--- config.mk ---
export PLATFORM = sky130hd
export DESIGN_NAME = gyro_shake_detector_core
export DESIGN_NICKNAME = d
export VERILOG_FILES = /design/src/rtl/gsd_pkg.sv /design/src/rtl/gyro_shake_detector_core.sv /design/src/rtl/gsd_mag.sv /design/src/rtl/gsd_ctrl.sv
export SDC_FILE = /design/constraint.sdc
export NUM_CORES = 2
export LEC_CHECK = 0
export BUFFER_PORTS_ARGS = -buffer_cell sky130_fd_sc_hd__buf_2
export CAP_MARGIN = 10
export CORE_ASPECT_RATIO = 0.75
export CORE_UTILIZATION = 60
export DETAILED_ROUTE_END_ITERATION = 7
export HOLD_SLACK_MARGIN = 0.15
export PLACE_DENSITY = 0.85
export SKIP_LAST_GASP = 1
export SYNTH_ARGS = -nofsm -noshare
export SYNTH_HDL_FRONTEND = slang
export SYNTH_HIERARCHICAL = 1
export SYNTH_SLANG_ARGS = --single-unit
--- constraint.sdc ---
create_clock -name clk -period 14.5 [get_ports clk]
set_input_delay 0 -clock clk [delete_from_list [all_inputs] [get_ports clk]]
set_output_delay 0 -clock clk [all_outputs]
set_load 0.01 [all_outputs]
--- src/rtl/gsd_pkg.sv ---
// ----------------------------------------------------------------------------
// gsd_pkg
// Shared widths, register indexes, reset values and types of the gyro shake
// detector.
// ----------------------------------------------------------------------------
package gsd_pkg;

  // configuration register widths
  localparam int THR_W    = 32;
  localparam int STREAK_W = 8;
  localparam int ARM_W    = 32;
  localparam int COOL_W   = 16;
  localparam int GAP_W    = 16;

  // timestamp field width on the input transfer
  localparam int NOW_W = 32;

  // configuration port
  localparam int CFG_IDX_W  = 3;
  localparam int CFG_DATA_W = 32;

  // result transfer: shake, locked, streak_count padded to whole bytes
  localparam int OUT_BITS = 2 + STREAK_W;
  localparam int OUT_W    = ((OUT_BITS + 7) / 8) * 8;

  // register indexes
  localparam logic [CFG_IDX_W-1:0] CFG_SPIN_THRESHOLD_SQ = 3'd0;
  localparam logic [CFG_IDX_W-1:0] CFG_STREAK_NEEDED     = 3'd1;
  localparam logic [CFG_IDX_W-1:0] CFG_ARM_UNTIL_MS      = 3'd2;
  localparam logic [CFG_IDX_W-1:0] CFG_COOLDOWN_MS       = 3'd3;
  localparam logic [CFG_IDX_W-1:0] CFG_MIN_GAP_MS        = 3'd4;

  // register reset values
  localparam logic [THR_W-1:0]    RST_SPIN_THRESHOLD_SQ = 32'd368640000;
  localparam logic [STREAK_W-1:0] RST_STREAK_NEEDED     = 8'd5;
  localparam logic [ARM_W-1:0]    RST_ARM_UNTIL_MS      = 32'd2000;
  localparam logic [COOL_W-1:0]   RST_COOLDOWN_MS       = 16'd2800;
  localparam logic [GAP_W-1:0]    RST_MIN_GAP_MS        = 16'd850;

  // streak saturation point
  localparam logic [STREAK_W-1:0] STREAK_MAX = '1;

  // one result item
  typedef struct packed {
    logic [STREAK_W-1:0] streak_count;
    logic                locked;
    logic                shake;
  } gsd_result_t;

endpackage

--- src/rtl/gyro_shake_detector_core.sv ---
// ----------------------------------------------------------------------------
// gyro_shake_detector_core
// Gyro shake detector: squared magnitude threshold, loud-sample streak,
// arm-time and cooldown lockout, minimum gap between triggers.
// ----------------------------------------------------------------------------
// Latency: two register stages; the accepting edge loads the input register,
// a later edge with a free result register loads the result register, and
// the state update sits between them.
// Throughput: one sample per cycle while the result side does not stall.
// Reset: synchronous rst clears both valid flags and the detector state and
// loads the configuration registers with their default values.
module gyro_shake_detector_core
  import gsd_pkg::*;
#(
  parameter int SAMPLE_BITS = 16,
  parameter int TIME_BITS   = 32,
  localparam int IN_BITS = 3 * SAMPLE_BITS + NOW_W,
  localparam int IN_W    = ((IN_BITS + 7) / 8) * 8
) (
  input  logic                  clk,
  input  logic                  rst,
  // sample stream
  input  logic                  s_tvalid,
  output logic                  s_tready,
  input  logic [IN_W-1:0]       s_tdata,   // rate_x, rate_y, rate_z, now_ms, zero pad
  // result stream
  output logic                  m_tvalid,
  input  logic                  m_tready,
  output logic [OUT_W-1:0]      m_tdata,   // shake, locked, streak_count, zero pad
  // configuration writes
  input  logic                  cfg_we,
  input  logic [CFG_IDX_W-1:0]  cfg_index,
  input  logic [CFG_DATA_W-1:0] cfg_data
);

  logic [THR_W-1:0]     spin_threshold_sq;
  logic [STREAK_W-1:0]  streak_needed;
  logic [TIME_BITS-1:0] arm_until_ms;
  logic [COOL_W-1:0]    cooldown_ms;
  logic [GAP_W-1:0]     min_gap_ms;

  logic                          in_valid;
  logic signed [SAMPLE_BITS-1:0] rate_x;
  logic signed [SAMPLE_BITS-1:0] rate_y;
  logic signed [SAMPLE_BITS-1:0] rate_z;
  logic [TIME_BITS-1:0]          now;

  logic        advance;
  logic        step;
  logic        loud;
  gsd_result_t result;
  gsd_result_t out_result;

  // configuration registers
  always_ff @(posedge clk) begin
    if (rst) begin
      spin_threshold_sq <= RST_SPIN_THRESHOLD_SQ;
      streak_needed     <= RST_STREAK_NEEDED;
      arm_until_ms      <= TIME_BITS'(RST_ARM_UNTIL_MS);
      cooldown_ms       <= RST_COOLDOWN_MS;
      min_gap_ms        <= RST_MIN_GAP_MS;
    end else if (cfg_we) begin
      unique case (cfg_index)
        CFG_SPIN_THRESHOLD_SQ: spin_threshold_sq <= cfg_data[THR_W-1:0];
        CFG_STREAK_NEEDED:     streak_needed     <= cfg_data[STREAK_W-1:0];
        CFG_ARM_UNTIL_MS:      arm_until_ms      <= TIME_BITS'(cfg_data[ARM_W-1:0]);
        CFG_COOLDOWN_MS:       cooldown_ms       <= cfg_data[COOL_W-1:0];
        CFG_MIN_GAP_MS:        min_gap_ms        <= cfg_data[GAP_W-1:0];
        default: ;
      endcase
    end
  end

  // pipeline flow: result register frees when empty or taken
  assign advance  = !m_tvalid || m_tready;
  assign s_tready = !in_valid || advance;
  assign step     = in_valid && advance;

  // input register
  always_ff @(posedge clk) begin
    if (rst) begin
      in_valid <= 1'b0;
    end else if (s_tready) begin
      in_valid <= s_tvalid;
    end
  end

  always_ff @(posedge clk) begin
    if (s_tvalid && s_tready) begin
      rate_x <= s_tdata[0*SAMPLE_BITS +: SAMPLE_BITS];
      rate_y <= s_tdata[1*SAMPLE_BITS +: SAMPLE_BITS];
      rate_z <= s_tdata[2*SAMPLE_BITS +: SAMPLE_BITS];
      now    <= TIME_BITS'(s_tdata[3*SAMPLE_BITS +: NOW_W]);
    end
  end

  // magnitude compare
  gsd_mag #(
    .SAMPLE_BITS(SAMPLE_BITS)
  ) u_mag (
    .rate_x            (rate_x),
    .rate_y            (rate_y),
    .rate_z            (rate_z),
    .spin_threshold_sq (spin_threshold_sq),
    .loud              (loud)
  );

  // lockout, streak and trigger
  gsd_ctrl #(
    .TIME_BITS(TIME_BITS)
  ) u_ctrl (
    .clk           (clk),
    .rst           (rst),
    .step          (step),
    .loud          (loud),
    .now           (now),
    .streak_needed (streak_needed),
    .arm_until_ms  (arm_until_ms),
    .cooldown_ms   (cooldown_ms),
    .min_gap_ms    (min_gap_ms),
    .result        (result)
  );

  // result register
  always_ff @(posedge clk) begin
    if (rst) begin
      m_tvalid <= 1'b0;
    end else if (advance) begin
      m_tvalid <= in_valid;
    end
  end

  always_ff @(posedge clk) begin
    if (step) begin
      out_result <= result;
    end
  end

  assign m_tdata = OUT_W'({out_result.streak_count, out_result.locked, out_result.shake});

endmodule

--- src/rtl/gsd_mag.sv ---
// ----------------------------------------------------------------------------
// gsd_mag
// Squared gyro magnitude against the squared threshold.
// ----------------------------------------------------------------------------
module gsd_mag
  import gsd_pkg::*;
#(
  parameter int SAMPLE_BITS = 16,
  localparam int SQ_W  = 2 * SAMPLE_BITS,
  localparam int SUM_W = SQ_W + 2,
  localparam int CMP_W = (SUM_W > THR_W) ? SUM_W : THR_W
) (
  input  logic signed [SAMPLE_BITS-1:0] rate_x,
  input  logic signed [SAMPLE_BITS-1:0] rate_y,
  input  logic signed [SAMPLE_BITS-1:0] rate_z,
  input  logic        [THR_W-1:0]       spin_threshold_sq,
  output logic                          loud
);

  logic signed [SQ_W-1:0] sq_x;
  logic signed [SQ_W-1:0] sq_y;
  logic signed [SQ_W-1:0] sq_z;
  logic        [SUM_W-1:0] mag_sq;

  // per-axis squares, never negative so the top bit stays clear
  assign sq_x = rate_x * rate_x;
  assign sq_y = rate_y * rate_y;
  assign sq_z = rate_z * rate_z;

  // sum with two bits of growth
  assign mag_sq = {2'b00, sq_x} + {2'b00, sq_y} + {2'b00, sq_z};

  // strictly above threshold is loud
  assign loud = CMP_W'(mag_sq) > CMP_W'(spin_threshold_sq);

endmodule

--- src/rtl/gsd_ctrl.sv ---
// ----------------------------------------------------------------------------
// gsd_ctrl
// Lockout, streak counting and trigger decision with the detector state.
// ----------------------------------------------------------------------------
module gsd_ctrl
  import gsd_pkg::*;
#(
  parameter int TIME_BITS = 32
) (
  input  logic                 clk,
  input  logic                 rst,
  input  logic                 step,
  input  logic                 loud,
  input  logic [TIME_BITS-1:0] now,
  input  logic [STREAK_W-1:0]  streak_needed,
  input  logic [TIME_BITS-1:0] arm_until_ms,
  input  logic [COOL_W-1:0]    cooldown_ms,
  input  logic [GAP_W-1:0]     min_gap_ms,
  output gsd_result_t          result
);

  logic [STREAK_W-1:0]  streak;
  logic [STREAK_W-1:0]  streak_next;
  logic [TIME_BITS-1:0] last_trigger_ms;
  logic [TIME_BITS-1:0] cooldown_end_ms;

  logic [TIME_BITS-1:0] arm_diff;
  logic [TIME_BITS-1:0] gap;
  logic [STREAK_W-1:0]  needed;
  logic [STREAK_W-1:0]  streak_upd;
  logic                 before_arm;
  logic                 locked;
  logic                 trigger;

  // lockout: signed wrap compare on arm time, unsigned compare on cooldown end
  assign arm_diff   = now - arm_until_ms;
  assign before_arm = arm_diff[TIME_BITS-1];
  assign locked     = before_arm || (now < cooldown_end_ms);

  // a zero requirement acts as one
  assign needed = (streak_needed == '0) ? STREAK_W'(1) : streak_needed;
  assign gap    = now - last_trigger_ms;

  // streak update before the trigger check
  always_comb begin
    if (!loud) begin
      streak_upd = '0;
    end else if (locked || streak == STREAK_MAX) begin
      streak_upd = streak;
    end else begin
      streak_upd = streak + STREAK_W'(1);
    end
  end

  assign trigger = !locked && (streak_upd >= needed) && (gap > TIME_BITS'(min_gap_ms));
  assign streak_next = trigger ? '0 : streak_upd;

  // result of the current item
  assign result.shake        = trigger;
  assign result.locked       = locked;
  assign result.streak_count = streak_next;

  // detector state
  always_ff @(posedge clk) begin
    if (rst) begin
      streak          <= '0;
      last_trigger_ms <= '0;
      cooldown_end_ms <= '0;
    end else if (step) begin
      streak <= streak_next;
      if (trigger) begin
        last_trigger_ms <= now;
        cooldown_end_ms <= now + TIME_BITS'(cooldown_ms);
      end
    end
  end

endmodule

# Word-level counts from Yosys, hierarchy flattened
# Cells that the tools add are included.
# word_totals
ff_bits,268
input_bits,120
out_inout_bits,18
wordCells,58
# op_classes
n_addsub,6
multipliers,3
order_cmp,4
n_eq_ne,5
muxes,4
n_reduce_logical,19
# ops
operator,count
$mul A16 B16 Y32,3
$sub A32 B32 Y32,2
$add A34 B32 Y34,1
$gt A34 B32 Y1,1
$add A32 B32 Y33,1
$add A32 B16 Y32,1
$gt A32 B16 Y1,1
$lt A32 B32 Y1,1
$mux W8,4
$reduce_and A2 Y1,6
$add A8 B1 Y8 const B,1
$eq A8 B8 Y1 const B,1
$ge A8 B8 Y1,1
$logic_not A8 Y1,1
$eq A3 B2 Y1 const B,2
$logic_and A1 B1 Y1,4
$logic_or A1 B1 Y1,4
$eq A3 B1 Y1 const B,1
$eq A3 B3 Y1 const B,1
$logic_not A1 Y1,3
$logic_not A3 Y1,1

# Logic depth before layout (Yosys ltp)
# logic_depth
word_depth,9
ltp_mapped,60
mapped_depth_nobuf,56

# Modules after synthesis
# The synthesis kept the hierarchy.
# modules_own_cells
module,instances,cells_each,area_per_inst_um2,seq_area_each_um2
gsd_mag,1,3373,29896.2,0.0
gsd_ctrl,1,1122,8162.8,1441.4
gyro_shake_detector_core,1,509,7060.5,4824.6

# Worst setup path after synthesis
# No wires, ideal clock.
# synth_path
path_kind,flip-flop to flip-flop
start,register rate_z[4]
end,register u_ctrl.cooldown_end_ms[17]
setup_ps,86
arrival_ps,11545
t_required_ps,14414
slack_ps,2870
path_stages_with_launch,57
n_path_buf,6
synth_period_minus_slack_ps,11630
cell_sequence,edfxtp_1 clkbuf_1 clkbuf_1 nand2_1 fa_1 fa_1 fa_1 inv_1 fa_1 fa_1 inv_1 fa_1 inv_1 ha_1 and3_1 a221o_1 a21oi_1 o21ai_1 (+21 left out) a21oi_1 a41o_1 o211ai_1 inv_1 clkbuf_1 nor2_1 ha_1 a21oi_1 nor2b_1 o21ai_0 a21oi_1 or3_1 a21oi_1 or3_1 clkbuf_1 nor2_1 buf_2 a211oi_1
# synth_via
elab_chain_cells,8
# synth_lines
item,line,rtl
"start, declared",gyro_shake_detector_core.sv:45,logic signed [SAMPLE_BITS-1:0] rate_z;
"start signal, assigned",gyro_shake_detector_core.sv:92,rate_z <= s_tdata[2*SAMPLE_BITS +: SAMPLE_BITS];
$mul A16 B16 Y32,gsd_mag.sv:28,assign sq_z = rate_z * rate_z;
$add A34 B32 Y34,gsd_mag.sv:31,"assign mag_sq = {2'b00, sq_x} + {2'b00, sq_y} + {2'b00, sq_z};"
$gt A34 B32 Y1,gsd_mag.sv:34,assign loud = CMP_W'(mag_sq) > CMP_W'(spin_threshold_sq);
named net loud,gyro_shake_detector_core.sv:50,logic loud;
$mux W8,gsd_ctrl.sv:46,if (!loud) begin
$ge A8 B8 Y1,gsd_ctrl.sv:55,assign trigger = !locked && (streak_upd >= needed) && (gap > TIME_BITS'(min_gap_ms));
$logic_and A1 B1 Y1 (2 in series),gsd_ctrl.sv:55,
$reduce_and A2 Y1 (no line),-,
"end signal, assigned",gsd_ctrl.sv:73,cooldown_end_ms <= now + TIME_BITS'(cooldown_ms);
"end, declared",gsd_ctrl.sv:25,logic [TIME_BITS-1:0] cooldown_end_ms;
# The timed path passes the listed nets, and every way through them passes these cells.
# A chain may end at the register's enable or synchronous reset.

# Final worst setup path
# layout_path
start,register rate_z[4]
end,register u_ctrl.last_trigger_ms[26]
# layout_via
elab_chain_cells,8
# layout_lines
item,line,rtl
$mul A16 B16 Y32,gsd_mag.sv:28,
$add A34 B32 Y34,gsd_mag.sv:31,
$gt A34 B32 Y1,gsd_mag.sv:34,
named net loud,gyro_shake_detector_core.sv:50,
$mux W8,gsd_ctrl.sv:46,
$ge A8 B8 Y1,gsd_ctrl.sv:55,
$logic_and A1 B1 Y1 (2 in series),gsd_ctrl.sv:55,
$reduce_and A2 Y1 (no line),-,
"end signal, assigned",gsd_ctrl.sv:72,last_trigger_ms <= now;
"end, declared",gsd_ctrl.sv:24,logic [TIME_BITS-1:0] last_trigger_ms;
# The timed path passes the listed nets, and every way through them passes these cells.

==> impl_metrics.csv <==
group,metric,value,unit
logic_synthesis,yosys_warnings,6,
timing,slew_violations,0,
cts,h-tree-depth,1,
timing,fmax,72.7,MHz
cells_and_area,area_growth_syn_to_layout,10.1,%
grt,overflow,0,
detailed_routing,dr.pass1.iters,8,
timing,setup_viol,0,
cts,numClockSinks,268,
detailed_routing,drt-total-wl,118000,µm
critical_path,crit_start,"rate_z[4]$_DFFE_PP_",
run,maxCapViolations,0,
die,ioPinCount,138,
cts,cts.clk_slew.worst_paths,0.07,ns
logic_synthesis,synth-edff-count,90,
cells_and_area,final_area,49700,µm²
logic_synthesis,ys_seq_area_share,13.9,%
cells_and_area,antenna_cells,0,
die,die_x,319,µm
critical_path,cp_slowest_cell,"edfxtp_1",
place,port_buffers,131,
die,dieArea,76300,µm²
critical_path,worst-setup-path-type,"reg -> reg",
timing,finalHoldViolCount,0,
critical_path,crit_arrival,14.28,ns
logic_synthesis,async_flop_share,0,%
timing,max_slew_margin,26.8,%
cells_and_area,fill_cells,5382,
critical_path,crit_required,15.03,ns
timing,setup_tns,0,ns
cts,root_buffer,"clkbuf_16",
die,start_util,61.0,%
cts,insertion_delay,0.63,ns
detailed_routing,vias_per_cell,5.74,
grt,grt_pass1_vias,37100,
die,core-area,73900,µm²
place,place.gp.congestion,0.962,
logic_synthesis,syn_area,45100,µm²
critical_path,rrSetupSlack,0.75,ns
hold_path,hold_class,"in -> reg",
cells_and_area,drive_above_1_share,4.82,%
critical_path,endpoint_kind,"flip-flop",
cells_and_area,multi_input_area,33600,µm²
cts,cts_buffers,29,
critical_path,worstReg2RegStart,"rate_z[4]$_DFFE_PP_",
cts,cts_tree,"built",
die,die_h,239,µm
logic_synthesis,synth_ff_type,"dfxtp_1",
die,rows,86,
run_status,status,"complete, but fails checks",
critical_path,crit_top_cell,"a21oi_1",
cells_and_area,nNetsFinal,6569,
timing,rsz0062_at_grt,"no",
logic_synthesis,synth_cell_type_count,95,
cts,cts_resized,0,
critical_path,crit_fanout,32,
detailed_routing,drc,1,
critical_path,critPathMaxStageDelay,0.89,ns
run_status,violations,"DRC",
detailed_routing,drtIter0Drc,3197,
timing,fin_crit_sh,94.8,%
grt,antenna_found_initial,0,
cells_and_area,regArea,6270,µm²
hold_path,hp-start,"cfg_data[19]",
cells_and_area,layout_commonest_cell,"inv_1",
timing,min_period,13.75,ns
logic_synthesis,synth-seq-cells,268,
timing,worst_slew_pin_slew,1.10,ns
grt,grt_start_max_net_pins,120,
place,placed_area,46400,µm²
place,place_hpwl,89100,µm
cts,clock_path_buffers,3,
critical_path,start_kind,"flip-flop",
grt,grt_usage,31.5,%
detailed_routing,via_count,35800,
cells_and_area,final_cell_mix,"inv_1 (1235), fa_1 (740), ha_1 (460), nand2_1 (332), a21oi_1 (251)",
timing,clock_skew,0.0251,ns
detailed_routing,ant_nets,0,
logic_synthesis,syn_inst,5004,
logic_synthesis,avgSynthCellArea,9.02,µm²
grt,grt_pass1_wl,193000,µm
detailed_routing,wl_per_cell,18.9,µm
Yosys cell counts, types with 31 or more instances:
cell type | number | area share [%]
nand3_1 | 101 | 1.1
dfxtp_1 | 178 | 7.9
o21a_1 | 38 | 0.63
and3_1 | 31 | 0.43
nand2b_1 | 139 | 1.9
fa_1 | 740 | 33
a21o_1 | 73 | 1.2
nand4_1 | 37 | 0.51
ha_1 | 460 | 13
nor3_1 | 39 | 0.43
clkbuf_1 | 121 | 1.0
nor2_1 | 220 | 1.8
and2_1 | 120 | 1.7
inv_1 | 1235 | 10
xnor2_1 | 128 | 2.5
a211oi_1 | 33 | 0.55
mux2i_1 | 108 | 2.4
a21oi_1 | 251 | 2.8
nand2_1 | 332 | 2.8
xor2_1 | 79 | 1.5
edfxtp_1 | 90 | 6.0
o21ai_0 | 127 | 1.4
state kept, by name, summed over array words and instances, names as in the netlist, 10 cells and up:
name                    count
rate_x                     16
m_tdata                    10
now                        32
spin_threshold_sq          32
arm_until_ms               32
rate_y                     16
u_ctrl/cooldown_end_ms     32
cooldown_ms                16
u_ctrl/last_trigger_ms     32
min_gap_ms                 16
rate_z                     16
worst max-delay path, delay by kind of cell, from the launching register on:
| kind | cells | cell delay, ns |
|---|---|---|
| AO/OA/AOI/OAI | 25 | 4.86 |
| adder cells (fa/ha/maj) | 11 | 4.55 |
| AND/OR/NAND/NOR | 7 | 1.63 |
| buffers and inverters | 7 | 1.23 |
| flip-flops | 1 | 0.89 |
| XOR/XNOR | 2 | 0.46 |
cell families (layout without fill, tap and decap cells):
kind of cell / count (synthesis) / in the layout / share of synthesized area (%)
other cells: 1 / 6 / 0.00831
simple gates: 1112 / 1112 / 12.2
flops: 268 / 268 / 13.9
buf+inv: 1396 / 1659 / 11.8
compound gates: 709 / 709 / 9.99
fa+ha+maj: 1200 / 1200 / 45.6
xor+xnor: 207 / 207 / 4.02
mux: 111 / 111 / 2.47
what timing repair did:
item                                    CTS  global route
buffers inserted                          0             3
endpoints found under the setup margin    0            11
hold buffers                            222             0
endpoints found under the hold margin   243             0
final timing paths:
path / end / cells after the start
max: u_ctrl/last_trigger_ms[26]$_SDFFE_PP0P_ / 52
min: arm_until_ms[19]$_SDFFE_PP0P_ / 4
max reg2reg: u_ctrl/last_trigger_ms[26]$_SDFFE_PP0P_ / 52
min reg2reg: u_ctrl/cooldown_end_ms[11]$_SDFFE_PP0P_ / 2
layout make-up:
class | count | area share, %
Sequential cell | 268 | 12.6
Clock inverter | 23 | 0.431
Inverter | 1236 | 9.34
Clock buffer | 31 | 1.54
Tap cell | 968 | 2.44
Multi-Input combinational cell | 3345 | 67.6
Timing Repair Buffer | 369 | 6.05
routing by layer:
metal / GRT usage (%) / vias to the layer above / part of all wire (%)
met2: 49.4 / 1832 / 45
met4: 9.54 / 0 / 3.1
met1: 44.1 / 17500 / 42
met3: 6.32 / 287 / 9.8
li1: - / 16100 / -
met5: 0 / - / 0
per-stage QoR:
stage	util (%)	hold WS (ns)	instances	setup WS, ns
6_report	67.2	0.237	6240	0.754
3_5_place_dp	62.8	0.178	5961	1.23
4_1_cts	67.1	0.214	6237	1.13
2_1_floorplan	-	0.0989	5009	2.87
3_3_place_gp	62.8	0.176	5961	1.47
5_1_grt	67.2	0.228	6240	0.0270
Power is not shown: default switching activity piles up to over one toggle a cycle in this logic, so the estimate is an artifact.
